--- config.mk ---
export PLATFORM = sky130hd
export DESIGN_NAME = timestamp_merge_order_table_top
export DESIGN_NICKNAME = d
export VERILOG_FILES = /design/src/rtl/tmot_pkg.sv /design/src/rtl/tmot_table.sv /design/src/rtl/timestamp_merge_order_table_top.sv
export SDC_FILE = /design/constraint.sdc
export NUM_CORES = 2
export LEC_CHECK = 0
export BUFFER_PORTS_ARGS = -buffer_cell sky130_fd_sc_hd__buf_4
export CORE_UTILIZATION = 50
export DETAILED_ROUTE_END_ITERATION = 10
export HOLD_SLACK_MARGIN = 0.15
export PLACE_DENSITY_LB_ADDON = 0.25
export SYNTH_ARGS = -nofsm -noshare
export SYNTH_HDL_FRONTEND = slang
export SYNTH_SLANG_ARGS = --single-unit
--- constraint.sdc ---
create_clock -name aclk -period 6 [get_ports aclk]
set_input_delay 0 -clock aclk [delete_from_list [all_inputs] [get_ports aclk]]
set_output_delay 0 -clock aclk [all_outputs]
set_load 0.1 [all_outputs]
--- src/rtl/tmot_pkg.sv ---
`default_nettype none
package tmot_pkg;

    localparam int TIME_W         = 64;
    localparam int ID_W           = 4;
    localparam int CNT_W          = 5;
    localparam int ACTIVE_W       = 5;
    localparam int CMD_W          = 2;
    localparam int S_TUSER_W      = CMD_W + 1;
    localparam int M_TDATA_W      = 80;
    localparam int DEF_MAX_QUEUES = 16;

    localparam logic [TIME_W-1:0] EMPTY_KEY = '1;

    localparam logic [CMD_W-1:0] CMD_RELOAD  = 2'd0;
    localparam logic [CMD_W-1:0] CMD_ADVANCE = 2'd1;
    localparam logic [CMD_W-1:0] CMD_REFILL  = 2'd2;

    typedef struct packed {
        logic rd_en;
        logic wr_en;
        logic clear;
    } tmot_ctl_t;

endpackage
`default_nettype wire

--- src/rtl/tmot_table.sv ---
`default_nettype none
module tmot_table import tmot_pkg::*; #(
    parameter int MAX_QUEUES = DEF_MAX_QUEUES,
    parameter int AW         = $clog2(MAX_QUEUES)
) (
    input  wire logic              aclk,
    input  wire logic              aresetn,
    input  wire tmot_ctl_t         ctl,
    input  wire logic [AW-1:0]     rd_addr,
    input  wire logic [AW-1:0]     wr_addr,
    input  wire logic [TIME_W-1:0] wr_key,
    input  wire logic [ID_W-1:0]   wr_id,
    output logic      [TIME_W-1:0] rd_key,
    output logic      [ID_W-1:0]   rd_id
);

    logic [TIME_W-1:0]     key_mem [MAX_QUEUES];
    logic [ID_W-1:0]       id_mem  [MAX_QUEUES];
    logic [MAX_QUEUES-1:0] vld_reg;

    logic [TIME_W-1:0] rd_key_reg;
    logic [ID_W-1:0]   rd_id_reg;
    logic              rd_vld_reg;
    logic [AW-1:0]     rd_addr_reg;

    always_ff @(posedge aclk) begin
        if (!aresetn) begin
            vld_reg <= '0;
        end else if (ctl.clear) begin
            vld_reg <= '0;
        end else if (ctl.wr_en) begin
            vld_reg[wr_addr] <= 1'b1;
        end
    end

    always_ff @(posedge aclk) begin
        if (ctl.wr_en) begin
            key_mem[wr_addr] <= wr_key;
            id_mem[wr_addr]  <= wr_id;
        end
    end

    always_ff @(posedge aclk) begin
        if (ctl.rd_en) begin
            rd_key_reg  <= key_mem[rd_addr];
            rd_id_reg   <= id_mem[rd_addr];
            rd_vld_reg  <= vld_reg[rd_addr];
            rd_addr_reg <= rd_addr;
        end
    end

    // An entry never written since the last reload reads as empty, holding its own index.
    assign rd_key = rd_vld_reg ? rd_key_reg : EMPTY_KEY;
    assign rd_id  = rd_vld_reg ? rd_id_reg : ID_W'(rd_addr_reg);

endmodule
`default_nettype wire

--- src/rtl/timestamp_merge_order_table_top.sv ---
`default_nettype none
// Reload and the unused command go straight to reading the head and tail entries; advance
// and refill first check the entry and, when the table holds more than one, move it one
// position per compare step until it is in order.
// Items are handled one at a time: the next transfer is taken the cycle after the result is
// registered, and a result not yet taken by the output holds off the next one.
// Reset (aresetn, synchronous, active low) empties the table, gives entry i id i
// and sets the active count and the register to one.
module timestamp_merge_order_table_top import tmot_pkg::*; #(
    parameter int MAX_QUEUES = DEF_MAX_QUEUES
) (
    input  wire logic                 aclk,
    input  wire logic                 aresetn,
    input  wire logic                 cfg_wen,
    input  wire logic [ACTIVE_W-1:0]  cfg_wdata,
    input  wire logic                 s_tvalid,
    output logic                      s_tready,
    input  wire logic [TIME_W-1:0]    s_tdata,   // new_time
    input  wire logic [S_TUSER_W-1:0] s_tuser,   // cmd, new_ready
    output logic                      m_tvalid,
    input  wire logic                 m_tready,
    output logic [M_TDATA_W-1:0]      m_tdata,   // head_queue, head_time, tail_queue, empty_count
    output logic                      m_tuser    // head_valid
);

    localparam int AW = $clog2(MAX_QUEUES);
    localparam int CW = $clog2(MAX_QUEUES + 1);
    localparam int LW = (CW > ACTIVE_W) ? CW : ACTIVE_W;

    typedef enum logic [3:0] {
        ST_IDLE,
        ST_ADV_CHK,
        ST_SINK_CMP,
        ST_SINK_PUT,
        ST_REF_CHK,
        ST_RISE_CMP,
        ST_RISE_PUT,
        ST_HEAD_RD,
        ST_HEAD_CAP,
        ST_TAIL_CAP,
        ST_DONE
    } state_t;

    state_t               state_reg;
    logic [ACTIVE_W-1:0]  active_reg;
    logic [CW-1:0]        live_reg;
    logic [CW-1:0]        empty_reg;
    logic [AW-1:0]        pos_reg;
    logic [TIME_W-1:0]    key_reg;
    logic [ID_W-1:0]      cur_id_reg;
    logic [TIME_W-1:0]    head_key_reg;
    logic [ID_W-1:0]      head_id_reg;
    logic [ID_W-1:0]      tail_id_reg;
    logic                 m_tvalid_reg;
    logic [M_TDATA_W-1:0] m_tdata_reg;
    logic                 m_tuser_reg;

    tmot_ctl_t         ctl;
    logic [AW-1:0]     rd_addr;
    logic [AW-1:0]     wr_addr;
    logic [TIME_W-1:0] wr_key;
    logic [ID_W-1:0]   wr_id;
    logic [TIME_W-1:0] rd_key;
    logic [ID_W-1:0]   rd_id;

    logic              accept;
    logic [CMD_W-1:0]  in_cmd;
    logic [TIME_W-1:0] in_key;
    logic [AW-1:0]     live_last;
    logic              multi;
    logic              sink_more;
    logic              rise_more;
    logic [LW-1:0]     act_ext;
    logic [CW-1:0]     live_load;

    assign s_tready  = (state_reg == ST_IDLE);
    assign accept    = s_tvalid && s_tready;
    assign in_cmd    = s_tuser[CMD_W-1:0];
    assign in_key    = s_tuser[CMD_W] ? s_tdata : EMPTY_KEY;
    assign live_last = AW'(live_reg - CW'(1));
    assign multi     = (live_reg > CW'(1));
    assign sink_more = ((CW+1)'(pos_reg) + (CW+1)'(2)) < (CW+1)'(live_reg);
    assign rise_more = (pos_reg > AW'(1));
    assign act_ext   = LW'(active_reg);

    always_comb begin
        if (act_ext == '0) begin
            live_load = CW'(1);
        end else if (act_ext > LW'(MAX_QUEUES)) begin
            live_load = CW'(MAX_QUEUES);
        end else begin
            live_load = CW'(act_ext);
        end
    end

    always_comb begin
        ctl     = '0;
        rd_addr = '0;
        wr_addr = pos_reg;
        wr_key  = key_reg;
        wr_id   = cur_id_reg;
        case (state_reg)
            ST_IDLE: begin
                if (accept) begin
                    case (in_cmd)
                        CMD_RELOAD:  ctl.clear = 1'b1;
                        CMD_ADVANCE: ctl.rd_en = 1'b1;
                        CMD_REFILL: begin
                            ctl.rd_en = 1'b1;
                            rd_addr   = live_last;
                        end
                        default: ;
                    endcase
                end
            end
            ST_ADV_CHK: begin
                if (rd_key != EMPTY_KEY) begin
                    if (multi) begin
                        ctl.rd_en = 1'b1;
                        rd_addr   = AW'(1);
                    end else begin
                        ctl.wr_en = 1'b1;
                        wr_addr   = '0;
                        wr_id     = rd_id;
                    end
                end
            end
            ST_SINK_CMP: begin
                ctl.wr_en = 1'b1;
                if (key_reg > rd_key) begin
                    wr_key = rd_key;
                    wr_id  = rd_id;
                    if (sink_more) begin
                        ctl.rd_en = 1'b1;
                        rd_addr   = pos_reg + AW'(2);
                    end
                end
            end
            ST_REF_CHK: begin
                if (rd_key == EMPTY_KEY) begin
                    if (multi) begin
                        ctl.rd_en = 1'b1;
                        rd_addr   = live_last - AW'(1);
                    end else begin
                        ctl.wr_en = 1'b1;
                        wr_addr   = live_last;
                        wr_id     = rd_id;
                    end
                end
            end
            ST_RISE_CMP: begin
                ctl.wr_en = 1'b1;
                if (key_reg <= rd_key) begin
                    wr_key = rd_key;
                    wr_id  = rd_id;
                    if (rise_more) begin
                        ctl.rd_en = 1'b1;
                        rd_addr   = pos_reg - AW'(2);
                    end
                end
            end
            ST_SINK_PUT, ST_RISE_PUT: ctl.wr_en = 1'b1;
            ST_HEAD_RD:  ctl.rd_en = 1'b1;
            ST_HEAD_CAP: begin
                ctl.rd_en = 1'b1;
                rd_addr   = live_last;
            end
            default: ;
        endcase
    end

    tmot_table #(
        .MAX_QUEUES (MAX_QUEUES),
        .AW         (AW)
    ) u_table (
        .aclk    (aclk),
        .aresetn (aresetn),
        .ctl     (ctl),
        .rd_addr (rd_addr),
        .wr_addr (wr_addr),
        .wr_key  (wr_key),
        .wr_id   (wr_id),
        .rd_key  (rd_key),
        .rd_id   (rd_id)
    );

    always_ff @(posedge aclk) begin
        if (!aresetn) begin
            active_reg <= ACTIVE_W'(1);
        end else if (cfg_wen) begin
            active_reg <= cfg_wdata;
        end
    end

    always_ff @(posedge aclk) begin
        if (!aresetn) begin
            state_reg    <= ST_IDLE;
            live_reg     <= CW'(1);
            empty_reg    <= CW'(1);
            m_tvalid_reg <= 1'b0;
        end else begin
            if (m_tvalid_reg && m_tready && (state_reg != ST_DONE)) begin
                m_tvalid_reg <= 1'b0;
            end
            case (state_reg)
                ST_IDLE: begin
                    if (accept) begin
                        key_reg <= in_key;
                        case (in_cmd)
                            CMD_RELOAD: begin
                                live_reg  <= live_load;
                                empty_reg <= live_load;
                                state_reg <= ST_HEAD_RD;
                            end
                            CMD_ADVANCE: state_reg <= ST_ADV_CHK;
                            CMD_REFILL:  state_reg <= ST_REF_CHK;
                            default:     state_reg <= ST_HEAD_RD;
                        endcase
                    end
                end
                ST_ADV_CHK: begin
                    state_reg <= ST_HEAD_RD;
                    if (rd_key != EMPTY_KEY) begin
                        pos_reg    <= '0;
                        cur_id_reg <= rd_id;
                        if (key_reg == EMPTY_KEY) begin
                            empty_reg <= empty_reg + CW'(1);
                        end
                        if (multi) begin
                            state_reg <= ST_SINK_CMP;
                        end
                    end
                end
                ST_SINK_CMP: begin
                    if (key_reg > rd_key) begin
                        pos_reg   <= pos_reg + AW'(1);
                        state_reg <= sink_more ? ST_SINK_CMP : ST_SINK_PUT;
                    end else begin
                        state_reg <= ST_HEAD_RD;
                    end
                end
                ST_REF_CHK: begin
                    state_reg <= ST_HEAD_RD;
                    if (rd_key == EMPTY_KEY) begin
                        pos_reg    <= live_last;
                        cur_id_reg <= rd_id;
                        if (key_reg != EMPTY_KEY) begin
                            empty_reg <= empty_reg - CW'(1);
                        end
                        if (multi) begin
                            state_reg <= ST_RISE_CMP;
                        end
                    end
                end
                ST_RISE_CMP: begin
                    if (key_reg <= rd_key) begin
                        pos_reg   <= pos_reg - AW'(1);
                        state_reg <= rise_more ? ST_RISE_CMP : ST_RISE_PUT;
                    end else begin
                        state_reg <= ST_HEAD_RD;
                    end
                end
                ST_SINK_PUT, ST_RISE_PUT: state_reg <= ST_HEAD_RD;
                ST_HEAD_RD:  state_reg <= ST_HEAD_CAP;
                ST_HEAD_CAP: begin
                    head_key_reg <= rd_key;
                    head_id_reg  <= rd_id;
                    state_reg    <= ST_TAIL_CAP;
                end
                ST_TAIL_CAP: begin
                    tail_id_reg <= rd_id;
                    state_reg   <= ST_DONE;
                end
                ST_DONE: begin
                    if (!m_tvalid_reg || m_tready) begin
                        m_tvalid_reg <= 1'b1;
                        m_tdata_reg  <= {3'b000, CNT_W'(empty_reg), tail_id_reg,
                                         head_key_reg, head_id_reg};
                        m_tuser_reg  <= (head_key_reg != EMPTY_KEY);
                        state_reg    <= ST_IDLE;
                    end
                end
                default: state_reg <= ST_IDLE;
            endcase
        end
    end

    assign m_tvalid = m_tvalid_reg;
    assign m_tdata  = m_tdata_reg;
    assign m_tuser  = m_tuser_reg;

    a_head_flag: assert property (@(posedge aclk) disable iff (!aresetn)
        m_tvalid |-> (m_tuser == (m_tdata[67:4] != EMPTY_KEY)))
        else $error("Head valid flag disagrees with the head key.");

    a_empty_bound: assert property (@(posedge aclk) disable iff (!aresetn)
        empty_reg <= live_reg)
        else $error("Empty count exceeds the active count.");

    a_live_range: assert property (@(posedge aclk) disable iff (!aresetn)
        (live_reg != '0) && (live_reg <= CW'(MAX_QUEUES)))
        else $error("Active count out of range.");

    a_one_at_a_time: assert property (@(posedge aclk) disable iff (!aresetn)
        (s_tvalid && s_tready) |=> !s_tready)
        else $error("A transfer was taken while another item is in progress.");

endmodule
`default_nettype wire
== Word-level counts from Yosys, hierarchy flattened ==
Memories as Yosys holds them, arrays and structs flattened. A register that Yosys moved wholly into a read port is not among the register bits.
Index checks and enable logic that the tools add are counted.
Word-level totals
  register bits after elaboration: 263
  bits in writable memories: 1088
  logic and storage cells: 171
  memories: 2
Operators by class
  $add $sub $neg: 9
  $lt $le $gt $ge: 9
  eq/ne operators: 27
  multiplexer cells: 80
  bitwise operators: 2
  reductions and logical operators: 26
Memory list
  u_table.key_mem: depth 16, width 64, read ports 1, clocked after Yosys merged registers in 1, wr ports 1, line tmot_table.sv:17  | logic [TIME_W-1:0] key_mem [MAX_QUEUES];
  u_table.id_mem: depth 16, width 4, read ports 1, clocked after Yosys merged registers in 1, wr ports 1, line tmot_table.sv:18  | logic [ID_W-1:0] id_mem [MAX_QUEUES];
Operators by type and width (count)
  64-bit two-way mux: 3
  64-bit != test (second input constant): 3
  64-bit equality test (second input constant): 2
  64-bit case mux with 2 select lines: 1
  4-bit two-way mux: 26
  64-bit greater-than comparator: 1
  64-bit <= comparator: 1
  5-bit two-way mux: 8
  4-bit case mux with 10 select lines: 1
  4-bit case mux with 4 select lines: 2
  4-bit case mux with 6 select lines: 1
  1-bit two-way mux: 21
  4-bit by 3-bit equality test with 1-bit output (second input constant): 4
  16-bit OR: 1
  4-bit case mux with 2 select lines: 2
  5-bit case mux with 3 select lines: 1
  2-bit != test (second input constant): 7
  4-bit equality test (second input constant): 3
  2-bit two-way mux: 6
  4-bit by 1-bit subtractor with 4-bit output (second input constant): 3
  4-bit by 5-bit < comparator with 1-bit output (second input constant): 2
  3-bit two-way mux: 3
  3-bit AND reduction: 3
  4-bit by 2-bit equality test with 1-bit output (second input constant): 2
  other kinds (37): 46

== Depth between registers and ports, before layout ==
  depth after elaboration: 9
  depth in mapped cells: 21
  depth with buffers taken out: 14

== Cells and area by module ==
Synthesis repeated with hierarchy kept, for this count alone.
Second synthesis, totals
  cell total of the unflattened synthesis: 2825
  area total of the unflattened synthesis: 56190.1 µm²
Modules (own cells, without submodules)
  tmot_table: times used 1, cells each 1874, area each 43952.2 µm²
  timestamp_merge_order_table_top: times used 1, cells each 951, area each 12238.0 µm²

== Worst setup path before layout ==
No wires, ideal clock.
  kind: register to register
  from: register state_reg[2]
  to: register head_id_reg[0] (enable)
  library setup time: 0.578 ns
  arrival time: 5.520 ns
  data required time: 5.422 ns
  path slack: -0.097 ns
  cell stages (with the launch flop): 6
  path buffers: 2
  period minus slack after synthesis: 6.097 ns
  cells stage by stage: dfxtp_1 clkbuf_1 clkbuf_1 nor2_1 nand2_1 nor3_1
Between the ends
  word-level cells in the longest chain between the ends: 2
Ends and longest elaborated chain
  start, declared: line timestamp_merge_order_table_top.sv:44  | state_t state_reg;
  start signal, assigned: line timestamp_merge_order_table_top.sv:237  | state_reg <= sink_more ? ST_SINK_CMP : ST_SINK_PUT;
  start signal, assigned: line timestamp_merge_order_table_top.sv:258  | state_reg <= rise_more ? ST_RISE_CMP : ST_RISE_PUT;
  4-bit equality test: line timestamp_merge_order_table_top.sv:205  | case (state_reg)
  2-bit AND reduction (no source line)
  end signal, assigned: line timestamp_merge_order_table_top.sv:267  | head_id_reg <= rd_id;
  end, declared: line timestamp_merge_order_table_top.sv:52  | logic [ID_W-1:0] head_id_reg;
No other way between the ends.
A chain may end at the register's enable or synchronous reset.

== Final worst setup path ==
  from: register u_table.rd_vld_reg
  to: register u_table.rd_key_reg[34], read port of u_table.key_mem (data pin)
Between the ends
  word-level cells in the longest chain between the ends: 4
  elaborated cells on any way between the ends: 15
  those cells by class: 2 x order compare; 2 x eq/ne; 11 x mux
Ends and longest elaborated chain
  start, declared: line tmot_table.sv:23  | logic rd_vld_reg;
  start signal, assigned: line tmot_table.sv:47  | rd_vld_reg <= vld_reg[rd_addr];
  64-bit two-way mux (*): line tmot_table.sv:53  | assign rd_key = rd_vld_reg ? rd_key_reg : EMPTY_KEY;
  named net rd_key[26]: line timestamp_merge_order_table_top.sv:63  | logic [TIME_W-1:0] rd_key;
  64-bit <= comparator, or another cell as far along: line timestamp_merge_order_table_top.sv:153  | if (key_reg <= rd_key) begin
  4-bit two-way mux, or another cell as far along: line timestamp_merge_order_table_top.sv:153
  4-bit case mux with 6 select lines / 1-bit case mux with 6 select lines (equally long branches): line timestamp_merge_order_table_top.sv:102  | case (state_reg)
  end, declared: line tmot_table.sv:21  | logic [TIME_W-1:0] rd_key_reg;
Mark *: on every way through the listed nets, which the timed path passes. The rest lies on a longest branch.

==> results.sh <==
export IMPL_antenna_found_initial=8
export IMPL_path_buf_inv=4
export IMPL_dr_wl_met2_microns=71700
export IMPL_multi_input_comb_area_sq_um=13100
export IMPL_finalSetupViolations=0
export IMPL_num_vias=33300
export IMPL_grt_pass1_vias=31800
export IMPL_die_h_microns=338
export IMPL_p_comb_share_pct=21.9
export IMPL_critPathLaunch="u_table.rd_vld_reg"
export IMPL_worst_path_max_delay_cell="or3_4"
export IMPL_synth_edf_count=1383
export IMPL_detail_route_antenna_nets=0
export IMPL_gp_congestion=0.899
export IMPL_relSlewSlack_pct=18.0
export IMPL_vias_per_cell=6.07
export IMPL_whs_ns=0.273
export IMPL_fin_setup_tns_ns=0
export IMPL_synth_yosys_warnings=0
export IMPL_ys_flop_type="edfxtp_1"
export IMPL_synthTopCellsByArea="edfxtp_1 74%, mux2i_1 9.9%, o22ai_1 3.1%"
export IMPL_diodes=0
export IMPL_drt_wirelength_per_cell_microns=28.5
export IMPL_cts_sinks=1419
export IMPL_timing_final_hold_violations=0
export IMPL_rsz0062_at_grt="no"
export IMPL_grt_pass1_wl_microns=222000
export IMPL_period_needed_ns=5.67
export IMPL_intPower_uw=20100
export IMPL_crit_path_max_fanout=24
export IMPL_synth_area_leader_cell="edfxtp_1"
export IMPL_tightest_slew_ns=1.23
export IMPL_fill_cells=8108
export IMPL_seqCellArea_sq_um=42300
export IMPL_htree_levels=4
export IMPL_cts_tree="built"
export IMPL_start_util_pct=50.7
export IMPL_leakage_uw=0.0263
export IMPL_fin_crit_sh_pct=94.5
export IMPL_crit_end="u_table.rd_key_reg[34]"
export IMPL_grt_max_degree=81
export IMPL_largest_reg_flops=1024
export IMPL_crit_chain="buf_12 -> buf_4 -> nand2b_1 -> inv_1 -> ha_1 -> nand4_1 -> nor4_2 -> nand4_1 -> o32ai_2 -> and2_1 -> a211o_1 -> or3_4 -> buf_12 -> o22ai_1 -> or4_1"
export IMPL_overflow=0
export IMPL_clk_pin_slew_ns=0.06
export IMPL_totalWireLength_microns=156000
export IMPL_reg2reg_depth=15
export IMPL_slowest_delay_ns=0.62
export IMPL_max_freq_mhz=176
export IMPL_met1Wirelength_microns=64500
export IMPL_reg2reg_setup_slack_ns=0.33
export IMPL_ir_drop_mv=0.319
export IMPL_p_sw_share_pct=29.8
export IMPL_cp_start_kind="flop"
export IMPL_cts_buffers=143
export IMPL_worst_path_stages=15
export IMPL_rows=122
export IMPL_area_growth_pct=20.0
export IMPL_dp_hpwl_microns=91400
export IMPL_slew_violations=0
export IMPL_die_x_microns=338
export IMPL_fin_nets=4044
export IMPL_wl_met3_microns=15400
export IMPL_dr_pass1_iters=5
export IMPL_max_clock_path_buffers=3
export IMPL_cap_violations=0
export IMPL_syn_area_sq_um=56300
export IMPL_drc=0
export IMPL_p_clk_share_pct=30.1
export IMPL_status="completed"
export IMPL_pin_count=160
export IMPL_ys_ff_latch=1419
export IMPL_layout_setup_ws_ns=0.329
export IMPL_crit_required_ns=6.48
export IMPL_crit_family="simple AND/OR/NAND/NOR gates"
export IMPL_port_buffers=156
export IMPL_reg2reg_from="u_table.rd_vld_reg"
export IMPL_synthArstFlopShare_pct=0
export IMPL_end_kind="flop"
export IMPL_synth_avg_cell_area_sq_um=16.7
export IMPL_r2r_end="u_table.rd_key_reg[34]"
export IMPL_yosysUniqueCellTypes=66
export IMPL_insertion_delay_ns=0.76
export IMPL_hold_class="in -> reg"
export IMPL_power_density_nw_per_um2=424
export IMPL_die_area_sq_um=114000
export IMPL_power_total_uw=28600
export IMPL_grt_use_total_pct=27.5
export IMPL_p_switching_uw=8520
export IMPL_p_seq_share_pct=48.1
export IMPL_worst_setup_path_type="reg -> reg"
export IMPL_drive_gt1_share_pct=14.3
export IMPL_synthCells=3363
export IMPL_cp_arrival_ns=6.15
export IMPL_cts_root_buf="clkbuf_16"
export IMPL_fin_skew_ns=0.0318
export IMPL_drtIter0Drc=4429
export IMPL_dp_slack_ns=0.0443
export IMPL_ys_seq_area_share_pct=75.1
export IMPL_top_layer="met5"
export IMPL_yosys_area_top_type_share_pct=73.8
export IMPL_core_sq_um=111000
-- synthesized netlist by cell type, types with 4 or more instances --
master / instances
mux2i_1: 558
edfxtp_1: 1383
buf_4: 9
or4_1: 71
nor4_1: 15
o21a_1: 21
nand3_1: 12
o22ai_1: 277
mux2_2: 11
inv_1: 82
buf_6: 5
a21o_1: 9
buf_2: 91
nand2_1: 49
a31oi_1: 7
nor3_1: 13
a211oi_1: 8
xor2_1: 4
nand2b_1: 130
nor2_1: 140
ha_1: 82
clkbuf_1: 59
o2111ai_1: 4
nand3_2: 4
xnor2_1: 6
dfxtp_1: 36
buf_1: 6
nand4_1: 63
or3_1: 8
and3_1: 4
o221ai_1: 7
a21oi_1: 106
o21ai_0: 30
-- kinds of logic after synthesis --
logic type / Yosys count / share of synthesized area (%)
flip-flops: 1419 / 75.1
multiplexers: 570 / 10.2
AO/OA/AOI/OAI: 500 / 5.56
XOR/XNOR: 10 / 0.156
adder cells (fa/ha/maj): 83 / 1.86
buffers and inverters: 257 / 2.05
other: 1 / 0.00666
AND/OR/NAND/NOR: 523 / 5.14
-- cell usage in the layout, fill, tap and decap left out, types with 106 or more instances in the layout --
cell type      count
nand2b_1         130
dlygate4sd3_1    222
o22ai_1          277
a21oi_1          106
buf_4            256
mux2i_1          557
edfxtp_1        1383
nor2_1           124
clkbuf_16        147
-- worst register-to-register path, stage by stage, from the launching register on --
cell and delay (ns):
edfxtp_1 0.42, buf_12 0.18, buf_4 0.22, nand2b_1 0.14, inv_1 0.07, ha_1 0.30, nand4_1 0.14, nor4_2 0.46
nand4_1 0.44, o32ai_2 0.52, and2_1 0.42, a211o_1 0.50, or3_4 0.62, buf_12 0.30, o22ai_1 0.12, or4_1 0.56
-- area by class of cell --
cell class | count | area share [%]
clock inverter | 80 | 1.02
multi-input combinational | 1689 | 19.4
timing repair buffer | 544 | 8.09
sequential | 1419 | 62.6
clock buffer | 176 | 5.65
tap | 1488 | 2.76
inverter | 87 | 0.485
-- power groups by stage --
| stage | logic, uW | registers [uW] | clock network (uW) |
|---|---|---|---|
| after CTS | 6170 | 13800 | 8700 |
| final | 6260 | 13800 | 8610 |
| after floorplan | 3650 | 13700 | 0 |
| after global placement | 5920 | 13900 | 0 |
| after detailed placement | 6040 | 14000 | 0 |
| after global routing | 6680 | 13800 | 9070 |
-- stage by stage --
| step | cell area (sq um) | util [%] | instances |
|---|---|---|---|
| 2_1_floorplan | 56300 | - | 3365 |
| 6_report | 67500 | 60.8 | 5483 |
| 5_1_grt | 67500 | 60.8 | 5483 |
| 3_5_place_dp | 60800 | 54.7 | 5002 |
| 3_3_place_gp | 60800 | 54.7 | 5002 |
| 4_1_cts | 67500 | 60.7 | 5480 |
-- worst min-delay path by stage --
stage	slack [ns]	end	depth (start not counted)	start
after floorplan	0.13	act_ext[0]	2	cfg_wdata[0]
after global placement	0.23	act_ext[0]	3	cfg_wdata[0]
after detailed placement	0.23	act_ext[0]	3	cfg_wdata[0]
after CTS	0.23	state_reg[3]	6	m_tready
after global routing	0.32	state_reg[3]	6	m_tready
final	0.27	state_reg[3]	6	m_tready
-- per-layer routing --
layer | GRT usage, % | vias to the layer above
met5 | 0 | -
met4 | 8.48 | 2
met3 | 4.73 | 288
met2 | 42.8 | 1841
met1 | 39.6 | 16800
li1 | - | 14400
-- repair_timing --
item                                   in CTS  in global routing
buffers inserted                            0                  3
setup endpoints to repair                   0                 83
endpoints found under the hold margin     180                  0
resized for setup                           0                  0
hold buffers                              222                  0
(Power assumes the default switching activity.)
